<file path="src/rtl/atps_pkg.sv">
// Package for the autothrottle speed hold: widths, codes, FSM and op types,
// and the command/status structs shared by controller and datapath.
// No dependencies.
package atps_pkg;

    localparam int IN_DATA_W  = 72;
    localparam int OUT_DATA_W = 40;
    localparam int CFG_IDX_W  = 3;
    localparam int CFG_W      = 24;

    localparam int MACH_W  = 14;
    localparam int SPD_W   = 16;
    localparam int THR_W   = 16;
    localparam int DT_W    = 16;
    localparam int GAIN_W  = 24;
    localparam int ERR_W   = 17;
    localparam int INTEG_W = 28;
    localparam int ISUM_W  = 34;
    localparam int STEP_W  = 18;
    localparam int MUL_A_W = 28;
    localparam int MUL_B_W = 25;
    localparam int PROD_W  = MUL_A_W + MUL_B_W;
    localparam int ACC_W   = 60;

    localparam int DEF_SPEED_STEP = 64;
    localparam int DEF_GUARD_RATE = 6554;

    localparam logic signed [ISUM_W-1:0] INTEG_LIMIT = 34'sd125829120;
    localparam logic signed [15:0]       PRESS_LEVEL = 16'sd16384;

    localparam logic [1:0] OFF_NONE    = 2'd0;
    localparam logic [1:0] OFF_CMD     = 2'd1;
    localparam logic [1:0] OFF_MACH    = 2'd2;
    localparam logic [1:0] REF_NONE    = 2'd0;
    localparam logic [1:0] REF_MACH    = 2'd1;
    localparam logic [1:0] REF_GROUND  = 2'd2;

    typedef enum logic [2:0] {
        CFG_DISC_MACH  = 3'd0,
        CFG_MAX_MACH   = 3'd1,
        CFG_BASE_THR   = 3'd2,
        CFG_PROP_GAIN  = 3'd3,
        CFG_INTEG_GAIN = 3'd4,
        CFG_THR_CEIL   = 3'd5,
        CFG_MIN_TGT    = 3'd6,
        CFG_MAX_TGT    = 3'd7
    } t_cfg_idx;

    typedef enum logic [2:0] {
        CMD_TOGGLE   = 3'd0,
        CMD_ENGAGE   = 3'd1,
        CMD_DISENG   = 3'd2,
        CMD_SPEED_UP = 3'd3,
        CMD_SPEED_DN = 3'd4
    } t_cmd_id;

    typedef enum logic [3:0] {
        ST_IDLE,
        ST_DECIDE,
        ST_PI_MUL_ERR,
        ST_PI_INTEG,
        ST_PI_BASE,
        ST_PI_SUM,
        ST_PI_FIN,
        ST_RAMP_MUL,
        ST_RAMP_FIN,
        ST_DONE
    } t_state;

    typedef enum logic [3:0] {
        OP_NONE,
        OP_ZERO_THR,
        OP_DROP_CMD,
        OP_DROP_MACH,
        OP_ENGAGE,
        OP_STEP_UP,
        OP_STEP_DN,
        OP_PI_ERR,
        OP_PI_MUL_ERR,
        OP_PI_INTEG,
        OP_PI_BASE,
        OP_PI_SUM,
        OP_PI_FIN,
        OP_RAMP_MUL,
        OP_RAMP_FIN
    } t_op;

    typedef struct packed {
        logic load_in;
        t_op  op;
        logic set_acc;
        logic acc_val;
        logic load_out;
    } t_ctrl;

    typedef struct packed {
        logic       is_tick;
        logic       pressed;
        logic [2:0] cmd_id;
        logic       engaged;
        logic       gt_disc;
        logic       gt_max;
    } t_status;

endpackage

</file>
<file path="src/rtl/atps_ctrl.sv">
// Controller FSM: sequences decode, PI and ramp steps and the output beat.
// Depends on atps_pkg.
module atps_ctrl
    import atps_pkg::*;
(
    input  logic    i_clk,
    input  logic    i_rst_n,
    input  logic    i_s_tvalid,
    output logic    o_s_tready,
    output logic    o_m_tvalid,
    input  logic    i_m_tready,
    input  t_status i_status,
    output t_ctrl   o_ctrl
);

    t_state r_state, n_state;
    logic   r_m_tvalid, n_m_tvalid;

    always_ff @(posedge i_clk) begin
        if (!i_rst_n) begin
            r_state    <= ST_IDLE;
            r_m_tvalid <= 1'b0;
        end else begin
            r_state    <= n_state;
            r_m_tvalid <= n_m_tvalid;
        end
    end

    always_comb begin
        n_state         = r_state;
        o_ctrl          = '0;
        o_ctrl.op       = OP_NONE;
        o_s_tready      = 1'b0;
        n_m_tvalid      = r_m_tvalid & ~i_m_tready;
        case (r_state)
            ST_IDLE: begin
                o_s_tready = 1'b1;
                if (i_s_tvalid) begin
                    o_ctrl.load_in = 1'b1;
                    n_state        = ST_DECIDE;
                end
            end
            ST_DECIDE: begin
                o_ctrl.set_acc = 1'b1;
                n_state        = ST_DONE;
                if (i_status.is_tick) begin
                    if (!i_status.engaged) begin
                        o_ctrl.op = OP_ZERO_THR;
                    end else if (i_status.gt_disc) begin
                        o_ctrl.op = OP_DROP_MACH;
                    end else if (i_status.gt_max) begin
                        n_state = ST_RAMP_MUL;
                    end else begin
                        o_ctrl.op = OP_PI_ERR;
                        n_state   = ST_PI_MUL_ERR;
                    end
                end else if (i_status.pressed) begin
                    o_ctrl.acc_val = 1'b1;
                    case (i_status.cmd_id)
                        CMD_TOGGLE: begin
                            o_ctrl.op = i_status.engaged ? OP_DROP_CMD : OP_ENGAGE;
                        end
                        CMD_ENGAGE: begin
                            o_ctrl.op = i_status.engaged ? OP_NONE : OP_ENGAGE;
                        end
                        CMD_DISENG: begin
                            o_ctrl.op = OP_DROP_CMD;
                        end
                        CMD_SPEED_UP: begin
                            o_ctrl.op = i_status.engaged ? OP_STEP_UP : OP_NONE;
                        end
                        CMD_SPEED_DN: begin
                            o_ctrl.op = i_status.engaged ? OP_STEP_DN : OP_NONE;
                        end
                        default: begin
                            o_ctrl.acc_val = 1'b0;
                        end
                    endcase
                end
            end
            ST_PI_MUL_ERR: begin
                o_ctrl.op = OP_PI_MUL_ERR;
                n_state   = ST_PI_INTEG;
            end
            ST_PI_INTEG: begin
                o_ctrl.op = OP_PI_INTEG;
                n_state   = ST_PI_BASE;
            end
            ST_PI_BASE: begin
                o_ctrl.op = OP_PI_BASE;
                n_state   = ST_PI_SUM;
            end
            ST_PI_SUM: begin
                o_ctrl.op = OP_PI_SUM;
                n_state   = ST_PI_FIN;
            end
            ST_PI_FIN: begin
                o_ctrl.op = OP_PI_FIN;
                n_state   = ST_DONE;
            end
            ST_RAMP_MUL: begin
                o_ctrl.op = OP_RAMP_MUL;
                n_state   = ST_RAMP_FIN;
            end
            ST_RAMP_FIN: begin
                o_ctrl.op = OP_RAMP_FIN;
                n_state   = ST_DONE;
            end
            ST_DONE: begin
                if (!r_m_tvalid || i_m_tready) begin
                    o_ctrl.load_out = 1'b1;
                    n_m_tvalid      = 1'b1;
                    n_state         = ST_IDLE;
                end
            end
            default: begin
                n_state = ST_IDLE;
            end
        endcase
    end

    assign o_m_tvalid = r_m_tvalid;

endmodule

</file>
<file path="src/rtl/atps_dp.sv">
// Datapath: config registers, loop state, shared multiplier, accumulator
// and the output beat register. Depends on atps_pkg.
module atps_dp
    import atps_pkg::*;
#(
    parameter int SPEED_STEP = DEF_SPEED_STEP,
    parameter int GUARD_RATE = DEF_GUARD_RATE
) (
    input  logic                  i_clk,
    input  logic                  i_rst_n,
    input  logic [IN_DATA_W-1:0]  i_s_tdata,
    input  logic                  i_s_tuser,
    input  logic                  i_cfg_we,
    input  logic [CFG_IDX_W-1:0]  i_cfg_addr,
    input  logic [CFG_W-1:0]      i_cfg_wdata,
    input  t_ctrl                 i_ctrl,
    output t_status               o_status,
    output logic [OUT_DATA_W-1:0] o_m_tdata
);

    // latched beat
    logic                     r_kind;
    logic [2:0]               r_id;
    logic signed [15:0]       r_val;
    logic [MACH_W-1:0]        r_mach;
    logic [SPD_W-1:0]         r_spd;
    logic                     r_gnd;
    logic [DT_W-1:0]          r_dt;

    // config
    logic [MACH_W-1:0]        r_disc, r_maxm;
    logic [THR_W-1:0]         r_base, r_ceil;
    logic signed [GAIN_W-1:0] r_kp, r_ki;
    logic [SPD_W-1:0]         r_tmin, r_tmax;

    // loop state
    logic                     r_eng;
    logic [THR_W-1:0]         r_thr;
    logic [SPD_W-1:0]         r_tgt;
    logic signed [INTEG_W-1:0] r_integ;
    logic [1:0]               r_off, r_ref;
    logic                     r_cacc;

    // work
    logic signed [ERR_W-1:0]  r_err;
    logic signed [PROD_W-1:0] r_prod;
    logic signed [ACC_W-1:0]  r_acc;
    logic [OUT_DATA_W-1:0]    r_out;

    logic signed [MUL_A_W-1:0] w_mul_a;
    logic signed [MUL_B_W-1:0] w_mul_b;
    logic signed [PROD_W-1:0]  w_prod;
    logic signed [STEP_W-1:0]  w_step_sum, w_step_lo, w_step_hi;
    logic signed [ISUM_W-1:0]  w_isum;
    logic signed [INTEG_W-1:0] w_integ;
    logic signed [ISUM_W-1:0]  w_ramp;
    logic [THR_W-1:0]          w_pi_thr;

    always_ff @(posedge i_clk) begin
        if (i_ctrl.load_in) begin
            r_kind <= i_s_tuser;
            r_id   <= i_s_tdata[2:0];
            r_val  <= i_s_tdata[18:3];
            r_mach <= i_s_tdata[32:19];
            r_spd  <= i_s_tdata[48:33];
            r_gnd  <= i_s_tdata[49];
            r_dt   <= i_s_tdata[65:50];
        end
    end

    always_ff @(posedge i_clk) begin
        if (!i_rst_n) begin
            r_disc <= MACH_W'(6144);
            r_maxm <= MACH_W'(5734);
            r_base <= THR_W'(32768);
            r_kp   <= GAIN_W'(3277);
            r_ki   <= GAIN_W'(655);
            r_ceil <= THR_W'(65535);
            r_tmin <= SPD_W'(3200);
            r_tmax <= SPD_W'(19200);
        end else if (i_cfg_we) begin
            case (t_cfg_idx'(i_cfg_addr))
                CFG_DISC_MACH:  r_disc <= i_cfg_wdata[MACH_W-1:0];
                CFG_MAX_MACH:   r_maxm <= i_cfg_wdata[MACH_W-1:0];
                CFG_BASE_THR:   r_base <= i_cfg_wdata[THR_W-1:0];
                CFG_PROP_GAIN:  r_kp   <= i_cfg_wdata[GAIN_W-1:0];
                CFG_INTEG_GAIN: r_ki   <= i_cfg_wdata[GAIN_W-1:0];
                CFG_THR_CEIL:   r_ceil <= i_cfg_wdata[THR_W-1:0];
                CFG_MIN_TGT:    r_tmin <= i_cfg_wdata[SPD_W-1:0];
                CFG_MAX_TGT:    r_tmax <= i_cfg_wdata[SPD_W-1:0];
                default: ;
            endcase
        end
    end

    assign o_status.is_tick = r_kind;
    assign o_status.pressed = r_val > PRESS_LEVEL;
    assign o_status.cmd_id  = r_id;
    assign o_status.engaged = r_eng;
    assign o_status.gt_disc = r_mach > r_disc;
    assign o_status.gt_max  = r_mach > r_maxm;

    // shared multiplier operand select
    always_comb begin
        case (i_ctrl.op)
            OP_PI_MUL_ERR: begin
                w_mul_a = MUL_A_W'(r_err);
                w_mul_b = $signed(MUL_B_W'(r_dt));
            end
            OP_PI_INTEG: begin
                w_mul_a = MUL_A_W'(r_err);
                w_mul_b = MUL_B_W'(r_kp);
            end
            OP_PI_BASE: begin
                w_mul_a = MUL_A_W'(r_integ);
                w_mul_b = MUL_B_W'(r_ki);
            end
            OP_RAMP_MUL: begin
                w_mul_a = $signed(MUL_A_W'(r_dt));
                w_mul_b = MUL_B_W'(GUARD_RATE);
            end
            default: begin
                w_mul_a = '0;
                w_mul_b = '0;
            end
        endcase
    end
    assign w_prod = w_mul_a * w_mul_b;

    // target step with min then max clamp
    always_comb begin
        if (i_ctrl.op == OP_STEP_DN) begin
            w_step_sum = $signed({2'b00, r_tgt}) - STEP_W'(SPEED_STEP);
        end else begin
            w_step_sum = $signed({2'b00, r_tgt}) + STEP_W'(SPEED_STEP);
        end
        w_step_lo = (w_step_sum < $signed({2'b00, r_tmin})) ?
                    $signed({2'b00, r_tmin}) : w_step_sum;
        w_step_hi = (w_step_lo > $signed({2'b00, r_tmax})) ?
                    $signed({2'b00, r_tmax}) : w_step_lo;
    end

    // integral update and clamp
    always_comb begin
        w_isum = ISUM_W'(r_integ) + ISUM_W'(r_prod);
        if (w_isum > INTEG_LIMIT) begin
            w_integ = INTEG_W'(INTEG_LIMIT);
        end else if (w_isum < -INTEG_LIMIT) begin
            w_integ = INTEG_W'(-INTEG_LIMIT);
        end else begin
            w_integ = w_isum[INTEG_W-1:0];
        end
    end

    assign w_ramp = $signed({2'b00, r_thr, 16'h0000}) - $signed({1'b0, r_prod[32:0]});

    always_comb begin
        if (r_acc[ACC_W-1]) begin
            w_pi_thr = '0;
        end else if (r_acc[ACC_W-1:22] > (ACC_W-22)'(r_ceil)) begin
            w_pi_thr = r_ceil;
        end else begin
            w_pi_thr = r_acc[37:22];
        end
    end

    always_ff @(posedge i_clk) begin
        if (!i_rst_n) begin
            r_eng   <= 1'b0;
            r_thr   <= '0;
            r_tgt   <= '0;
            r_integ <= '0;
            r_off   <= OFF_NONE;
            r_ref   <= REF_NONE;
            r_cacc  <= 1'b0;
        end else begin
            if (i_ctrl.set_acc) begin
                r_cacc <= i_ctrl.acc_val;
            end
            case (i_ctrl.op)
                OP_ZERO_THR: begin
                    r_thr <= '0;
                end
                OP_DROP_CMD, OP_DROP_MACH: begin
                    r_off   <= (i_ctrl.op == OP_DROP_CMD) ? OFF_CMD : OFF_MACH;
                    r_eng   <= 1'b0;
                    r_thr   <= '0;
                    r_integ <= '0;
                end
                OP_ENGAGE: begin
                    if (o_status.gt_max) begin
                        r_ref <= REF_MACH;
                    end else if (r_gnd) begin
                        r_ref <= REF_GROUND;
                    end else begin
                        r_ref   <= REF_NONE;
                        r_eng   <= 1'b1;
                        r_off   <= OFF_NONE;
                        r_tgt   <= r_spd;
                        r_integ <= '0;
                    end
                end
                OP_STEP_UP, OP_STEP_DN: begin
                    r_tgt <= w_step_hi[SPD_W-1:0];
                end
                OP_PI_INTEG: begin
                    r_integ <= w_integ;
                end
                OP_PI_FIN: begin
                    r_thr <= w_pi_thr;
                end
                OP_RAMP_FIN: begin
                    r_thr <= w_ramp[ISUM_W-1] ? '0 : w_ramp[31:16];
                end
                default: ;
            endcase
        end
    end

    always_ff @(posedge i_clk) begin
        case (i_ctrl.op)
            OP_PI_ERR: begin
                r_err <= $signed({1'b0, r_tgt}) - $signed({1'b0, r_spd});
            end
            OP_PI_MUL_ERR, OP_PI_INTEG, OP_RAMP_MUL: begin
                r_prod <= w_prod;
            end
            OP_PI_BASE: begin
                r_acc  <= $signed({{(ACC_W-38){1'b0}}, r_base, 22'h000000})
                        + (ACC_W'(r_prod) <<< 16);
                r_prod <= w_prod;
            end
            OP_PI_SUM: begin
                r_acc <= r_acc + ACC_W'(r_prod);
            end
            default: ;
        endcase
    end

    always_ff @(posedge i_clk) begin
        if (i_ctrl.load_out) begin
            r_out <= {2'b00, r_ref, r_off, r_tgt, r_thr, r_eng, r_cacc};
        end
    end

    assign o_m_tdata = r_out;

endmodule

</file>
<file path="src/rtl/autothrottle_pi_speed_hold.sv">
// Autothrottle speed hold top level: PI speed loop with integral clamp.
// Depends on atps_pkg, atps_ctrl, atps_dp.
//
//  channel  dir  handshake              payload
//  s        in   i_s_tvalid/o_s_tready  i_s_tdata[65:0], i_s_tuser[0]
//  m        out  o_m_tvalid/i_m_tready  o_m_tdata[37:0]
//  cfg      in   i_cfg_we               i_cfg_addr, i_cfg_wdata
//
// Commands and loop-off ticks go from accept through decide to the output beat;
// Mach ramp ticks add a multiply and a finish step, and PI ticks run the shared
// 28x25 multiplier for the three PI products one per cycle, then sum and clamp.
// A new beat is taken once the current one has moved to the output register,
// so one result may wait on m while the next beat is accepted.
// Synchronous active-low reset restores register defaults; no clearing pass.
module autothrottle_pi_speed_hold
    import atps_pkg::*;
#(
    parameter int SPEED_STEP = DEF_SPEED_STEP,
    parameter int GUARD_RATE = DEF_GUARD_RATE
) (
    input  logic                  i_clk,
    input  logic                  i_rst_n,
    input  logic                  i_s_tvalid,
    output logic                  o_s_tready,
    // command_id, command_value, mach_number, airspeed, on_ground,
    // tick_seconds, zero pad
    input  logic [IN_DATA_W-1:0]  i_s_tdata,
    // req_type
    input  logic [0:0]            i_s_tuser,
    output logic                  o_m_tvalid,
    input  logic                  i_m_tready,
    // cmd_accepted, is_engaged, throttle_out, target_speed, off_reason,
    // refuse_reason, zero pad
    output logic [OUT_DATA_W-1:0] o_m_tdata,
    input  logic                  i_cfg_we,
    input  logic [CFG_IDX_W-1:0]  i_cfg_addr,
    input  logic [CFG_W-1:0]      i_cfg_wdata
);

    t_ctrl   w_ctrl;
    t_status w_status;

    atps_ctrl u_ctrl (
        .i_clk      (i_clk),
        .i_rst_n    (i_rst_n),
        .i_s_tvalid (i_s_tvalid),
        .o_s_tready (o_s_tready),
        .o_m_tvalid (o_m_tvalid),
        .i_m_tready (i_m_tready),
        .i_status   (w_status),
        .o_ctrl     (w_ctrl)
    );

    atps_dp #(
        .SPEED_STEP (SPEED_STEP),
        .GUARD_RATE (GUARD_RATE)
    ) u_dp (
        .i_clk       (i_clk),
        .i_rst_n     (i_rst_n),
        .i_s_tdata   (i_s_tdata),
        .i_s_tuser   (i_s_tuser[0]),
        .i_cfg_we    (i_cfg_we),
        .i_cfg_addr  (i_cfg_addr),
        .i_cfg_wdata (i_cfg_wdata),
        .i_ctrl      (w_ctrl),
        .o_status    (w_status),
        .o_m_tdata   (o_m_tdata)
    );

endmodule

</file>
<file path="config.mk">
export PLATFORM = sky130hd
export DESIGN_NAME = autothrottle_pi_speed_hold
export DESIGN_NICKNAME = d
export VERILOG_FILES = /design/src/rtl/atps_pkg.sv /design/src/rtl/atps_ctrl.sv /design/src/rtl/atps_dp.sv /design/src/rtl/autothrottle_pi_speed_hold.sv
export SDC_FILE = /design/constraint.sdc
export NUM_CORES = 2
export LEC_CHECK = 0
export BUFFER_PORTS_ARGS = -buffer_cell sky130_fd_sc_hd__buf_2
export CAP_MARGIN = 20
export CELL_PAD_IN_SITES_DETAIL_PLACEMENT = 1
export CELL_PAD_IN_SITES_GLOBAL_PLACEMENT = 1
export CORE_UTILIZATION = 55
export CTS_CLUSTER_SIZE = 8
export DETAILED_ROUTE_END_ITERATION = 7
export GPL_ROUTABILITY_DRIVEN = 0
export PLACE_DENSITY = 0.93
export SLEW_MARGIN = 5
export SYNTH_ARGS = -nofsm -noshare
export SYNTH_HDL_FRONTEND = slang
export SYNTH_SLANG_ARGS = --single-unit
</file>
<file path="constraint.sdc">
create_clock -name i_clk -period 23.1 [get_ports i_clk]
set_input_delay 4.62 -clock i_clk [delete_from_list [all_inputs] [get_ports i_clk]]
set_output_delay 4.62 -clock i_clk [all_outputs]
set_load 0.05 [all_outputs]
</file>
==> results by group, run 1 <==
Run status
  • Status: aborted with a tool error
  • Last stage: 5_1_grt
  • Error msg: [ERROR GRT-0232] Routing congestion too high. Check the congestion heatmap in the GUI.

Floorplan
  • Starting Density: 0.555
  • Io pins: 147
  • Chip width: 309 microns
  • Cell Rows: 112
  • Die Y: 309 microns

Synthesis
  • Biggest area consumer among synthesized cells: fa_1
  • Yosys reg bits: 446
  • Mux cell area share after synthesis: 0.0106
  • Post-synth EDFFs: 235
  • Largest cells by area after synthesis: fa_1 (28%), edfxtp_1 (14%), ha_1 (8.8%)
  • Yosys top cell area share: 0.283
  • Post-synthesis compound-gate area fraction: 0.128
  • Top FF cell, synth: edfxtp_1
  • Adder-Cell Fraction of Synth Area: 0.371
  • Mean Syn Cell Area: 9.00 sq um
  • Post-synthesis xor/xnor area fraction: 0.0339
  • Asr flop ratio synth: 0
  • Synth Warn #: 0
  • Combinational family with the most area after synthesis: adder cells
  • Cells after synthesis: 5741
  • Syn Std Cell Area: 0.0517 sq mm
  • Synth cell types: 88
  • Simple-gate share of the synthesized area: 0.151
  • Sequential share of the synthesized area: 0.218

Placement
  • PortBufs: 138
  • DP HPWL: 161000 microns

CTS
  • Setup Buffers After CTS: 0
  • Clock sink count: 446
  • H-Tree Depth: 3
  • Clk buf depth: 3
  • CTS buffer count: 66
  • Post-cts gate resize count: 0
  • Hold buffers post-CTS: 0
  • Clock Tree Root: clkbuf_16

GRT
  • Overflow after GRT: 6
  • Largest net degree at the start of global routing: 85
  • Gr usage total: 0.732
through the flow:
| step | util | instances | area (sq um) | hold slack, ns | worst slack, ns |
|---|---|---|---|---|---|
| floorplan | - | 5742 | 51700 | 0.408 | 9.65 |
| global placement | 0.574 | 6940 | 53500 | 0.420 | 11.40 |
| detailed placement | 0.574 | 6943 | 53500 | 0.427 | 10.97 |
| CTS | 0.596 | 7063 | 55500 | 0.479 | 10.44 |
cells by family after synthesis:
family,count (synthesis)
xor gates and xnor gates,200
DFF,446
and+or+nand+nor,1803
buffers and inverters,1163
muxes,54
other,1
adders and majority gates,1096
AOI/OAI and AO/OA,978
per-layer routing:
metal | overflow | GRT usage
met1 | 0 | 0.710
met2 | 3 | 0.860
met3 | 0 | 0.641
met4 | 3 | 0.717
met5 | 0 | 0.470
cell usage after synthesis, drive strengths merged (80+ instances only):
master / count
a21o: 127
a21oi: 212
nand2: 849
dfxtp: 211
nor2: 514
o21ai: 164
ha: 365
edfxtp: 235
fa: 731
nand3: 80
a21boi: 109
xnor2: 128
clkbuf: 235
inv: 897
==> run 2, diff against run 1 <==
CELL_PAD_IN_SITES_DETAIL_PLACEMENT = default   (was 1)
CELL_PAD_IN_SITES_GLOBAL_PLACEMENT = default   (was 1)
CORE_UTILIZATION = 40   (was 55)
CTS_CLUSTER_SIZE = default   (was 8)
PLACE_DENSITY = default   (was 0.93)
PLACE_DENSITY_LB_ADDON = 0.15   (was default)
==> run 2 against run 1 <==
Synthesized cell count unchanged; the run now ends clean; area after synthesis unchanged.
==> results by group, run 2 <==
Floorplan
  • Chip width: 361 microns
  • Io pins: 147
  • Die Footprint: 0.131 sq mm
  • Cell Rows: 131
  • Starting Density: 0.404
  • Die Y: 361 microns
  • Core Region: 0.128 sq mm

CTS
  • H-Tree Depth: 2
  • Clk buf depth: 3
  • Reg clk slew, reported paths: 0.06 ns
  • CTS buffer count: 50
  • Clock Tree Root: clkbuf_16
  • Clock sink count: 446
  • Setup Buffers After CTS: 0
  • Worst skew pair latency: 0.63 ns
  • Post-cts gate resize count: 0
  • CTS tree: built
  • Hold buffers post-CTS: 0

STA
  • Max frequency: 81.8 MHz
  • Slew Viols, Final: 0
  • Period utilization: 0.529
  • Final setup TNS: 0 ns
  • Fin crit period: 12.22 ns
  • Measured slew at the worst slew-check pin: 1.20 ns
  • Final hold vios: 0
  • Final Skew: 0.0259 ns
  • RSZ-0062 raised after global routing: false
  • Setup-failing EPs final: 0
  • Hold Worst Slack: 0.439 ns
  • Relative slew slack: 0.201

Detailed routing
  • Post-Route WL: 171000 microns
  • DR vias/cell: 5.48
  • Drt pass-1 iters: 5
  • DRT iter0 DRCs: 3517
  • DRC viols: 0
  • Routed Antenna Nets: 0
  • Via count: 40900
  • WL/cell: 22.9 microns

Worst setup path
  • Max incr delay on CP: 0.69 ns
  • Crit path from: u_dp.r_mach[3]$_DFFE_PP_
  • Crit path capture: u_dp.r_prod[51]$_DFFE_PN_
  • Most used cell, CP: fa_1
  • Worst Path Buf+Inv: 7
  • Arrival @ worst endpoint: 12.55 ns
  • Req. time, crit path: 23.43 ns
  • CP endpoint kind: register
  • CP max-delay cell: nand2_1
  • Reg2Reg Launch Point: u_dp.r_mach[3]$_DFFE_PP_
  • Crit Path Category: reg2reg
  • R2R Path End: u_dp.r_prod[51]$_DFFE_PN_
  • WP depth: 37
  • R2R Setup Slk: 10.88 ns
  • CP max FO: 49
  • Reg2Reg Depth: 37
  • Startpoint types: register
  • CP top delay family: adder cells

Synthesis
  • Mean Syn Cell Area: 9.00 sq um
  • Syn Std Cell Area: 0.0517 sq mm
  • Asr flop ratio synth: 0
  • Post-synth EDFFs: 235
  • Cells after synthesis: 5741
  • Yosys reg bits: 446
  • Sequential share of the synthesized area: 0.218
  • Biggest area consumer among synthesized cells: fa_1
  • Count leader, synth: inv_1
  • Synth Warn #: 0
  • Synth cell types: 88
  • Largest cells by area after synthesis: fa_1 (28%), edfxtp_1 (14%), ha_1 (8.8%)
  • Most frequent cells after synthesis: inv_1 (897), nand2_1 (848), fa_1 (731)
  • Top FF cell, synth: edfxtp_1
  • Yosys top cell area share: 0.283

Final layout
  • Largest reg by FF count: u_dp.r_acc
  • Highest-count cells in the layout ignoring fill and taps: inv_1 (897), nand2_1 (846), fa_1 (731), nor2_1 (509), ha_1 (365)
  • Util after Layout: 0.439
  • Max FFs per register: 60
  • Layout fillers: 12700
  • Ratio of cells with drive above 1 in the final layout: 0.0671
  • P&R area growth vs syn: 8.46%
  • Total Nets Final: 6967
  • Commonest non-fill, non-tap cell in the layout: inv_1

Power and ir drop
  • Max IR drop VDD: 0.0562 mV
  • Pleak: 26.6 nW
  • Pwr/cell area: 36.3 mW/mm^2

Placement
  • PortBufs: 138
  • DP HPWL: 131000 microns

GRT
  • Global-route wire length before repair: 259000 microns
  • Gr usage total: 0.264
  • Largest net degree at the start of global routing: 81
  • Initial antenna violation count: 14
  • Vias in the first global route: 41400
  • Overflow after GRT: 0

Run status
  • Status: finished, final reports clean

Hold path
  • Type of the tightest min-delay check: reg2reg

Run
  • Number of max-cap violations: 0
==> run 2: cell counts after synthesis <==
No cell type changed its count.
==> run 2: worst register-to-register path, delay by kind of cell, from the launching register on <==
family / cells / cell delay (ns)
buffers and inverters: 7 / 1.12
xor gates and xnor gates: 1 / 0.17
DFF: 1 / 0.45
and+or+nand+nor: 8 / 2.74
AOI/OAI and AO/OA: 12 / 3.29
adders and majority gates: 9 / 4.16
==> run 2: layout make-up <==
cell class | count | area (sq um) | area share
diodes | 2 | 5.00 | 0.0000893
flip-flops and latches | 446 | 11300 | 0.201
clock inverters | 33 | 400 | 0.00714
repair buffers | 238 | 1460 | 0.0260
well taps | 1662 | 2080 | 0.0371
inverters | 897 | 3370 | 0.0601
clock buffers | 61 | 1410 | 0.0251
multi-input cells | 4133 | 36100 | 0.643
==> run 2: worst min path at each step <==
stage / end / start / slack, ns / depth (start not counted)
after global placement: u_dp.o_m_tdata[0]$_DFFE_PP_ / u_dp.r_cacc$_SDFFE_PN0P_ / 0.42 / 0
final: u_dp.o_m_tdata[0]$_DFFE_PP_ / u_dp.r_cacc$_SDFFE_PN0P_ / 0.44 / 0
after detailed placement: u_dp.o_m_tdata[34]$_DFFE_PP_ / u_dp.r_off[0]$_SDFFE_PN0P_ / 0.42 / 0
after global routing: u_dp.o_m_tdata[34]$_DFFE_PP_ / u_dp.r_off[0]$_SDFFE_PN0P_ / 0.46 / 0
after floorplan: u_dp.o_m_tdata[36]$_DFFE_PP_ / u_dp.r_ref[0]$_SDFFE_PN0P_ / 0.41 / 0
after CTS: u_dp.o_m_tdata[0]$_DFFE_PP_ / u_dp.r_cacc$_SDFFE_PN0P_ / 0.44 / 0
==> run 2: power breakdown <==
part / leakage (nW) / internal [mW] / total [mW] / switching [mW]
clock network: 0.894 / 0.519 / 0.888 / 0.369
logic: 21.9 / 0.0892 / 0.253 / 0.164
registers: 3.83 / 0.867 / 0.894 / 0.0273
==> run 2: metrics by stage <==
step           power, mW  setup WS, ns  std cells  cell area, sq um
3_3_place_gp        1.16         11.05       7373             54200
4_1_cts             2.05         10.92       7468             56000
6_report            2.04         10.88       7472             56100
3_5_place_dp        1.16         10.98       7374             54200
2_1_floorplan       1.07          9.65       5742             51700
5_1_grt             2.11         10.36       7471             56100
==> run 2: cells by family (layout without fill, tap and decap cells) <==
group,after synthesis,count (layout),share of synthesized area
AO/OA/AOI/OAI,978,978,0.128
AND/OR/NAND/NOR,1803,1803,0.151
multiplexers,54,54,0.0106
buffers and inverters,1163,1229,0.0860
other,1,4,0.0000725
flip-flops,446,446,0.218
XOR/XNOR,200,200,0.0339
adder cells (fa/ha/maj),1096,1096,0.371
==> run 2: routing by layer <==
| layer | vias to the layer above | track usage | share of wire |
|---|---|---|---|
| met4 | 6 | 0.0702 | 0.029 |
| met2 | 1373 | 0.424 | 0.46 |
| met5 | - | 0 | 0.00025 |
| met3 | 236 | 0.0443 | 0.077 |
| li1 | 18700 | - | - |
| met1 | 20600 | 0.367 | 0.44 |
(Power assumes the default switching activity.)
